## src/rtl/bb3_pkg.sv

```systemverilog
// ----------------------------------------------------------------------------
// bb3_pkg
// Shared constants and types of the 3x3 RGB box blur.
// ----------------------------------------------------------------------------
package bb3_pkg;

    localparam int MAX_WIDTH   = 2048;
    localparam int ADDR_W      = $clog2(MAX_WIDTH);
    localparam int PIX_W       = 24;
    localparam int LINE_W      = 2 * PIX_W;
    localparam int CHAN_W      = 8;

    localparam int WIDTH_W     = 12;
    localparam int HEIGHT_W    = 16;
    localparam int CMP_W       = ((ADDR_W > WIDTH_W) ? ADDR_W : WIDTH_W) + 1;

    localparam int CFG_INDEX_W = 1;
    localparam int CFG_DATA_W  = 16;

    localparam logic [CFG_INDEX_W-1:0] REG_IMAGE_WIDTH  = 1'd0;
    localparam logic [CFG_INDEX_W-1:0] REG_IMAGE_HEIGHT = 1'd1;

    localparam logic [WIDTH_W-1:0]  WIDTH_RESET  = 12'd640;
    localparam logic [HEIGHT_W-1:0] HEIGHT_RESET = 16'd480;

    localparam int FIFO_DEPTH  = 16;
    localparam int FIFO_PTR_W  = $clog2(FIFO_DEPTH);
    localparam int FIFO_CNT_W  = FIFO_PTR_W + 1;

    localparam int SUM_W       = 12;
    localparam int CNT_W       = 4;
    localparam int RECIP_W     = 17;
    localparam int RECIP_SHIFT = 16;

    typedef struct packed {
        logic [CHAN_W-1:0] red;
        logic [CHAN_W-1:0] green;
        logic [CHAN_W-1:0] blue;
        logic              row_end;
        logic              frame_end;
    } out_item_t;

    typedef struct packed {
        logic emit_a;
        logic emit_b;
        logic top_in;
        logic bot_in;
        logic left_a;
        logic left_b;
        logic frame_end;
    } emit_info_t;

endpackage

```

## src/rtl/bb3_fifo.sv

```systemverilog
// ----------------------------------------------------------------------------
// bb3_fifo
// Result queue that takes up to two items per cycle and gives one.
// ----------------------------------------------------------------------------
module bb3_fifo import bb3_pkg::*;
(
    input  logic                  clk,
    input  logic                  rst_n,
    input  logic                  push_a,
    input  out_item_t             item_a,
    input  logic                  push_b,
    input  out_item_t             item_b,
    input  logic                  pop,
    output out_item_t             head,
    output logic [FIFO_CNT_W-1:0] count
);

    out_item_t             mem [FIFO_DEPTH];
    logic [FIFO_PTR_W-1:0] wr_ptr_reg;
    logic [FIFO_PTR_W-1:0] wr_ptr_next;
    logic [FIFO_PTR_W-1:0] wr_ptr_b;
    logic [FIFO_PTR_W-1:0] rd_ptr_reg;
    logic [FIFO_PTR_W-1:0] rd_ptr_next;
    logic [FIFO_CNT_W-1:0] count_reg;
    logic [FIFO_CNT_W-1:0] count_next;

    assign wr_ptr_b = push_a ? wr_ptr_reg + 1'b1 : wr_ptr_reg;

    always_comb
    begin
        wr_ptr_next = wr_ptr_reg + FIFO_PTR_W'(push_a) + FIFO_PTR_W'(push_b);
        rd_ptr_next = rd_ptr_reg + FIFO_PTR_W'(pop);
        count_next  = count_reg + FIFO_CNT_W'(push_a) + FIFO_CNT_W'(push_b)
                      - FIFO_CNT_W'(pop);
    end

    always_ff @(posedge clk or negedge rst_n)
    begin
        if (!rst_n)
        begin
            wr_ptr_reg <= '0;
            rd_ptr_reg <= '0;
            count_reg  <= '0;
        end
        else
        begin
            wr_ptr_reg <= wr_ptr_next;
            rd_ptr_reg <= rd_ptr_next;
            count_reg  <= count_next;
        end
    end

    always_ff @(posedge clk)
    begin
        if (push_a)
        begin
            mem[wr_ptr_reg] <= item_a;
        end
        if (push_b)
        begin
            mem[wr_ptr_b] <= item_b;
        end
    end

    assign head  = mem[rd_ptr_reg];
    assign count = count_reg;

endmodule

```

## config.mk

```make
export PLATFORM = sky130hd
export DESIGN_NAME = bb3_fifo
export DESIGN_NICKNAME = d
export VERILOG_FILES = /design/src/rtl/bb3_pkg.sv /design/src/rtl/bb3_fifo.sv
export SDC_FILE = /design/constraint.sdc
export NUM_CORES = 1
export LEC_CHECK = 0
export ABC_AREA = 0
export BUFFER_PORTS_ARGS = -buffer_cell sky130_fd_sc_hd__buf_4
export CORE_ASPECT_RATIO = 1.4
export CORE_MARGIN = 2
export CORE_UTILIZATION = 50
export CTS_CLUSTER_DIAMETER = 80
export DETAILED_ROUTE_END_ITERATION = 12
export MAX_ROUTING_LAYER = met4
export PLACE_DENSITY = 0.69
export SLEW_MARGIN = 20
export SYNTH_ARGS = -nofsm -noshare
export SYNTH_HDL_FRONTEND = slang
export SYNTH_SLANG_ARGS = --single-unit
```

## constraint.sdc

```tcl
create_clock -name clk -period 3 [get_ports clk]
set_input_delay 0.6 -clock clk [delete_from_list [all_inputs] [get_ports clk]]
set_output_delay 0.6 -clock clk [all_outputs]
set_load 0.05 [all_outputs]
```

==> qor.yml, run 1 <==
route:
  drt_iter0_drc: 1197
  post-route-drc-count: 0
  wl_per_cell_um: 29.40
  routed_wl_um: 61190
  ant_nets: 0
  drtPass1Iterations: 5
  num_vias: 13400
  via_per_inst: 6.437
finish:
  final_cells: 2081
  num-nets-final: 1563
  area_growth_pct: 18.32
  drive_above_1_share_pct: 52.33
  antennaDiodeCount: 0
  largest_reg_flops: 416
floorplan:
  initial_core_util_pct: 50.70
  num_rows: 91
  io_pins: 88
  die_w_um: 182.9
  die-area_um2: 46530
  fp.coreArea_um2: 44180
  die-height_um: 254.4
grt:
  grt_pass1_wl_um: 89840
  grt_pass1_vias: 14050
  antenna_found_initial: 0
  grt_max_degree: 38
  grt_use_total_pct: 27.13
  overflow: 0
clock_network:
  cts.path.max_buffers: 3
  path_clk_slew_ps: 60
  root_buffer: "clkbuf_16"
  clock_latency_ps: 560
  cts_tree: "yes"
  htreeDepth: 2
  cts_buffers: 42
  cts_sinks: 429
critical_path:
  r2r_slack_ps: 270
  arrival_ps: 2500
  cp_top_family: "buffers and inverters"
  r2r_end: "mem[14][18]"
  path_class: "reg -> out"
  slowest_stage: "dfrtp_4"
  end_kind: "output port"
  cp_max_fo: 8
  max_stage_delay_ps: 510
  path_cells: "buf_8 -> clkbuf_16 -> buf_16 -> mux2i_4 -> a221oi_4 -> a22oi_1 -> nand2_1 -> buf_6"
  path_buf_inv: 4
  rr_worst_depth: 5
  r2r_start: "wr_ptr_reg[0]"
  required_ps: 2400
  start_kind: "flip-flop"
min_path:
  hold_path.class: "in -> reg"
  min_delay_path_depth: 2
  hold_start: "pop"
  holdPathEnd: "rd_ptr_reg[0]"
timing:
  drv_slew: 0
  finalSetupViolCount: 16
  skew_ps: 15.40
  hold_violations: 0
  setup_tns_ps: -549.9
  rsz0062_at_grt: "true"
  period_share_pct: 103.3
  tightest_slew_ps: 1136
  max_freq_mhz: 322.6
  fin_crit_ps: 3100
  holdWs_ps: 324.4
  relSlewSlack_pct: 24.25
  setup_slack_ps: -99.51
yosys:
  synth_fp_nets: 1462
  synth_area_leaders: "edfxtp_1 56%, mux2_2 18%, mux4_2 5.2%, mux2i_1 4.6%, a221oi_1 2.0%"
  syn_inst: 1391
  ys_ff_latch: 429
  async_flop_share_pct: 3.030
  netlist_area_um2: 22400
  yosysMostFrequentCell: "edfxtp_1"
  synth_edf_count: 416
  ys_top_cells_by_count: "416 x edfxtp_1, 358 x mux2_2, 104 x mux2i_1"
  synthFlopType: "edfxtp_1"
  netlist.area_leader.share_pct: 55.77
  yosysSeqAreaShare_pct: 57.23
  syn_area_per_cell_um2: 16.10
  ys_warn_count: 0
  ys_types: 53
  yosysTopAreaCell: "edfxtp_1"
power_and_ir_drop:
  pwr-share-seq_pct: 31.8
  ir_worst_vdd_mv: 0.8034
  internal_power_mw: 16.35
  power_frac_clock_pct: 19.3
  leakagePower_nw: 9.397
  p_sw_share_pct: 38.25
  p_comb_share_pct: 48.9
  power_density_nw_per_um2: 999.1
  p_sw_mw: 10.13
placement:
  place_congestion: 0.8115
  dp_slack_ps: 287.1
  placedCellCount: 1976
  io_buffers: 87
  dp_hpwl_um: 35540
outcome:
  status: "complete, but fails checks"
  violations: "negative setup slack"
flow_run:
  drv_cap: 0
## logic make-up after synthesis
logic type,count (synthesis),synth area share (%)
mux,572,31.24
flops,429,57.23
simple gates,70,1.592
buf+inv,153,3.463
fa+ha+maj,14,0.8826
compound gates,145,5.279
xor+xnor,8,0.3128
## stage by stage
stage | total power [mW] | cell area [µm²] | utilization [%]
2_1_floorplan | 15.63 | 22400 | -
3_3_place_gp | 19.20 | 24100 | 54.55
3_5_place_dp | 19.39 | 24100 | 54.55
4_1_cts | 26.13 | 26280 | 59.49
5_1_grt | 27.44 | 26500 | 59.99
6_report | 26.48 | 26500 | 59.99
## layer usage
metal	part of all wire, %	vias to the layer above	GRT usage [%]
li1	-	5749	-
met1	38	6943	32.37
met2	51	552	46.54
met3	6.7	151	4.341
met4	4.1	0	10.33
met5	0	-	-
## how the worst max path moves through the flow
stage,start,endpoint,slack [ps],cells past startpoint
CTS,rd_ptr_reg[0],head[22],-140,6
global route,rd_ptr_reg[0],head[13],-150,8
finish,rd_ptr_reg[0],head[23],-100,8
floorplan,wr_ptr_reg[0],mem[7][0],140,8
detailed placement,wr_ptr_reg[0],mem[14][18],290,5
global placement,wr_ptr_reg[0],mem[2][14],340,6
## what timing repair did
item	in CTS	in global routing
setup endpoints to repair	26	26
resized for setup	91	36
gates cloned	12	3
hold buffers	1	0
buffers inserted	10	5
endpoints found under the hold margin	13	0
pin swaps	25	56
## placed cells by master, fill, tap and decap left out, drive strengths merged, types with 5 or more instances in the layout
| cell | count |
|---|---|
| edfxtp | 416 |
| mux2 | 416 |
| buf | 188 |
| mux2i | 104 |
| clkbuf | 56 |
| mux4 | 52 |
| a221oi | 52 |
| nand2 | 41 |
| o21ai | 38 |
| a22oi | 26 |
| clkinv | 18 |
| inv | 17 |
| dfrtp | 13 |
| ha | 11 |
| nor2 | 8 |
| a21oi | 8 |
| a21o | 7 |
| nand3b | 6 |
| xnor2 | 5 |
## layout make-up
cell class,instances,area [µm²]
Clock buffer,53,1092
Clock inverter,22,190.2
Fill cell,3290,17680
Inverter,16,60.06
Multi-Input combinational cell,809,9334
Sequential cell,429,12820
Tap cell,558,698.2
Timing Repair Buffer,194,2303
## power groups by stage
| stage | Combinational (mW) | Sequential, mW | Clock [mW] |
|---|---|---|---|
| 2_1_floorplan | 7.14 | 8.49 | 0 |
| 3_5_place_dp | 10.8 | 8.55 | 0 |
| 6_report | 13.0 | 8.43 | 5.10 |
| 3_3_place_gp | 10.7 | 8.49 | 0 |
| 4_1_cts | 12.5 | 8.45 | 5.16 |
| 5_1_grt | 13.5 | 8.51 | 5.38 |
Note: power is estimated with default switching activity, not from simulation.
==> run 2, diff against run 1 <==
Settings changed: BUFFER_PORTS_ARGS -buffer_cell sky130_fd_sc_hd__buf_4 to unset, DONT_BUFFER_PORTS set to 1, PLACE_DENSITY 0.69 to 0.68.
==> run 2 against run 1 <==
Compared with the run above:
- the run still ends with negative setup slack left
- count of clock-buffer cells in the layout grew 5
- critical path depth decreased by 2
- wire length shrank 2.8%
- highest routed layer unchanged
- cell area shrank 1.8%
- global-route usage decreased by 0.79 points
- maximum frequency increased by 1.5%
==> qor.yml, run 2 (synthesis gave the netlist of run 1 again) <==
timing:
  hold_violations: 0  # unchanged
  relSlewSlack_pct: 26.69  # was 24.25%
  setup_tns_ps: -570.5  # was -549.9 ps
  skew_ps: 22.80  # was 15.40 ps
  drv_slew: 0  # unchanged
  period_share_pct: 101.8  # was 103.3%
  rsz0062_at_grt: "true"  # unchanged
  finalSetupViolCount: 21  # was 16
  setup_slack_ps: -54.60  # was -99.51 ps
  tightest_slew_ps: 1100  # was 1136 ps
  max_freq_mhz: 327.4  # was 322.6 MHz
  holdWs_ps: 186.6  # was 324.4 ps
  fin_crit_ps: 3055  # was 3100 ps
outcome:
  violations: "negative setup slack"  # unchanged
  status: "complete, but fails checks"  # unchanged
route:
  via_per_inst: 6.434  # was 6.437
  route.top_layer_used: "met4"  # unchanged
  wl_met3_um: 3873  # was 4115 µm
  wl_met2_um: 30050  # was 31,390 µm
  drt_iter0_drc: 1093  # was 1,197
  wl_per_cell_um: 29.52  # was 29.40 µm
  num_vias: 12960  # was 13,400
  wl_met1_um: 23610  # was 23,180 µm
  drtPass1Iterations: 5  # unchanged
  ant_nets: 0  # unchanged
  post-route-drc-count: 0  # unchanged
  routed_wl_um: 59490  # was 61,190 µm
finish:
  num-nets-final: 1501  # was 1,563
  drive_above_1_share_pct: 51.68  # was 52.33%
  layout_common_cells: "416 x edfxtp_1, 358 x mux2_2, 102 x mux2i_1, 67 x buf_4, 52 x mux4_2"  # was 416 x edfxtp_1, 358 x mux2_2, 116 x buf_4, 102 x mux2i_1, 52 x mux4_2
  area_growth_pct: 16.24  # was 18.32%
  final_common_cell: "edfxtp_1"  # unchanged
  nFillCells: 3324  # was 3,290
  final_cells: 2015  # was 2,081
  seq_area_um2: 12820  # unchanged
  largest_reg_flops: 416  # unchanged
  antennaDiodeCount: 0  # unchanged
  multi_input_area_um2: 9370  # was 9334 µm²
clock_network:
  clock_latency_ps: 570  # was 560 ps
  cts_tree: "yes"  # unchanged
  cts_sinks: 429  # unchanged
  htreeDepth: 2  # unchanged
  path_clk_slew_ps: 60  # about the same
  cts.path.max_buffers: 3  # unchanged
  cts_buffers: 43  # was 42
  root_buffer: "clkbuf_16"  # unchanged
placement:
  place_congestion: 0.8488  # was 0.8115
  placedCellCount: 1926  # was 1,976
  dp_hpwl_um: 35790  # was 35,540 µm
  io_buffers: 0  # was 87
floorplan:
  die-area_um2: 46530  # unchanged
  num_rows: 91  # unchanged
  fp.coreArea_um2: 44180  # unchanged
  die_w_um: 182.9  # unchanged
  initial_core_util_pct: 50.70  # unchanged
  die-height_um: 254.4  # unchanged
  io_pins: 88  # unchanged
critical_path:
  end_kind: "output port"  # unchanged
  r2r_start: "wr_ptr_reg[1]"  # was wr_ptr_reg[0]
  arrival_ps: 2450  # was 2500 ps
  start_kind: "flip-flop"  # unchanged
  required_ps: 2400  # about the same
  crit_path_start: "rd_ptr_reg[0]"  # unchanged
  r2r_slack_ps: 270  # about the same
  cp_max_fo: 10  # was 8
  path_class: "reg -> out"  # unchanged
grt:
  grt_pass1_wl_um: 87280  # was 89,840 µm
  grt_max_degree: 44  # was 38
  grt_pass1_vias: 13520  # was 14,050
  grt_use_total_pct: 26.34  # was 27.13%
  overflow: 0  # unchanged
  antenna_found_initial: 0  # unchanged
power_and_ir_drop:
  leakagePower_nw: 9.080  # was 9.397 nW
  power_density_nw_per_um2: 1024  # was 999.1 nW/µm²
  ir_worst_vdd_mv: 0.7824  # was 0.8034 mV
min_path:
  hold_path.class: "in -> reg"  # unchanged
  hold_start: "pop"  # unchanged
flow_run:
  drv_cap: 0  # unchanged
-- run 2: worst paths after layout --
check | depth (start not counted) | endpoint
max | 6 | head[6]
max in group asynchronous | 1 | rd_ptr_reg[0]
min | 1 | rd_ptr_reg[0]
max reg2reg | 6 | mem[12][11]
min in group asynchronous | 1 | rd_ptr_reg[0]
min reg2reg | 1 | wr_ptr_reg[3]
-- run 2: where the power goes --
group          switching, mW  internal, mW  leakage, nW  total [mW]
Clock                   2.24          2.86        0.617        5.10
Combinational           7.22          5.82         4.54        13.0
Sequential             0.487          8.04         3.93        8.52
Total                   9.95          16.7         9.08        26.7
-- run 2: metrics by stage --
step	setup slack, ps	instance area (µm²)	util [%]	power, mW
2_1_floorplan	140.8	22400	-	15.63
3_3_place_gp	336.1	23930	54.18	20.04
3_5_place_dp	284.0	23930	54.18	20.24
4_1_cts	-91.17	25700	58.17	26.12
5_1_grt	-137.8	26040	58.94	27.57
6_report	-54.60	26040	58.94	26.66
-- run 2: cell type report --
type | instances | area share [%]
multi-input cells | 809 | 35.99
flip-flops and latches | 429 | 49.25
clock buffers | 58 | 4.431
clock inverters | 14 | 0.4950
well taps | 558 | 2.682
inverters | 16 | 0.2451
repair buffers | 131 | 6.910
-- run 2: what timing repair did --
item | CTS | global route
buffers inserted | 3 | 6
hold endpoints to repair | 13 | 0
pin swaps | 3 | 34
gates resized for setup | 72 | 51
setup endpoints to repair | 26 | 26
hold buffers | 1 | 0
gates cloned | 3 | 4
-- run 2: layer usage --
metal	vias to the layer above	GRT usage, %
met4	0	8.777
met5	-	-
met3	127	4.441
met1	6772	32.39
met2	461	44.52
li1	5604	-
-- run 2: critical path, stage by stage (launching register included) --
cell,delay (ps)
dfrtp_4,510
buf_12,190
buf_8,150
mux4_2,530
a22oi_2,230
nand2_2,100
buf_12,160
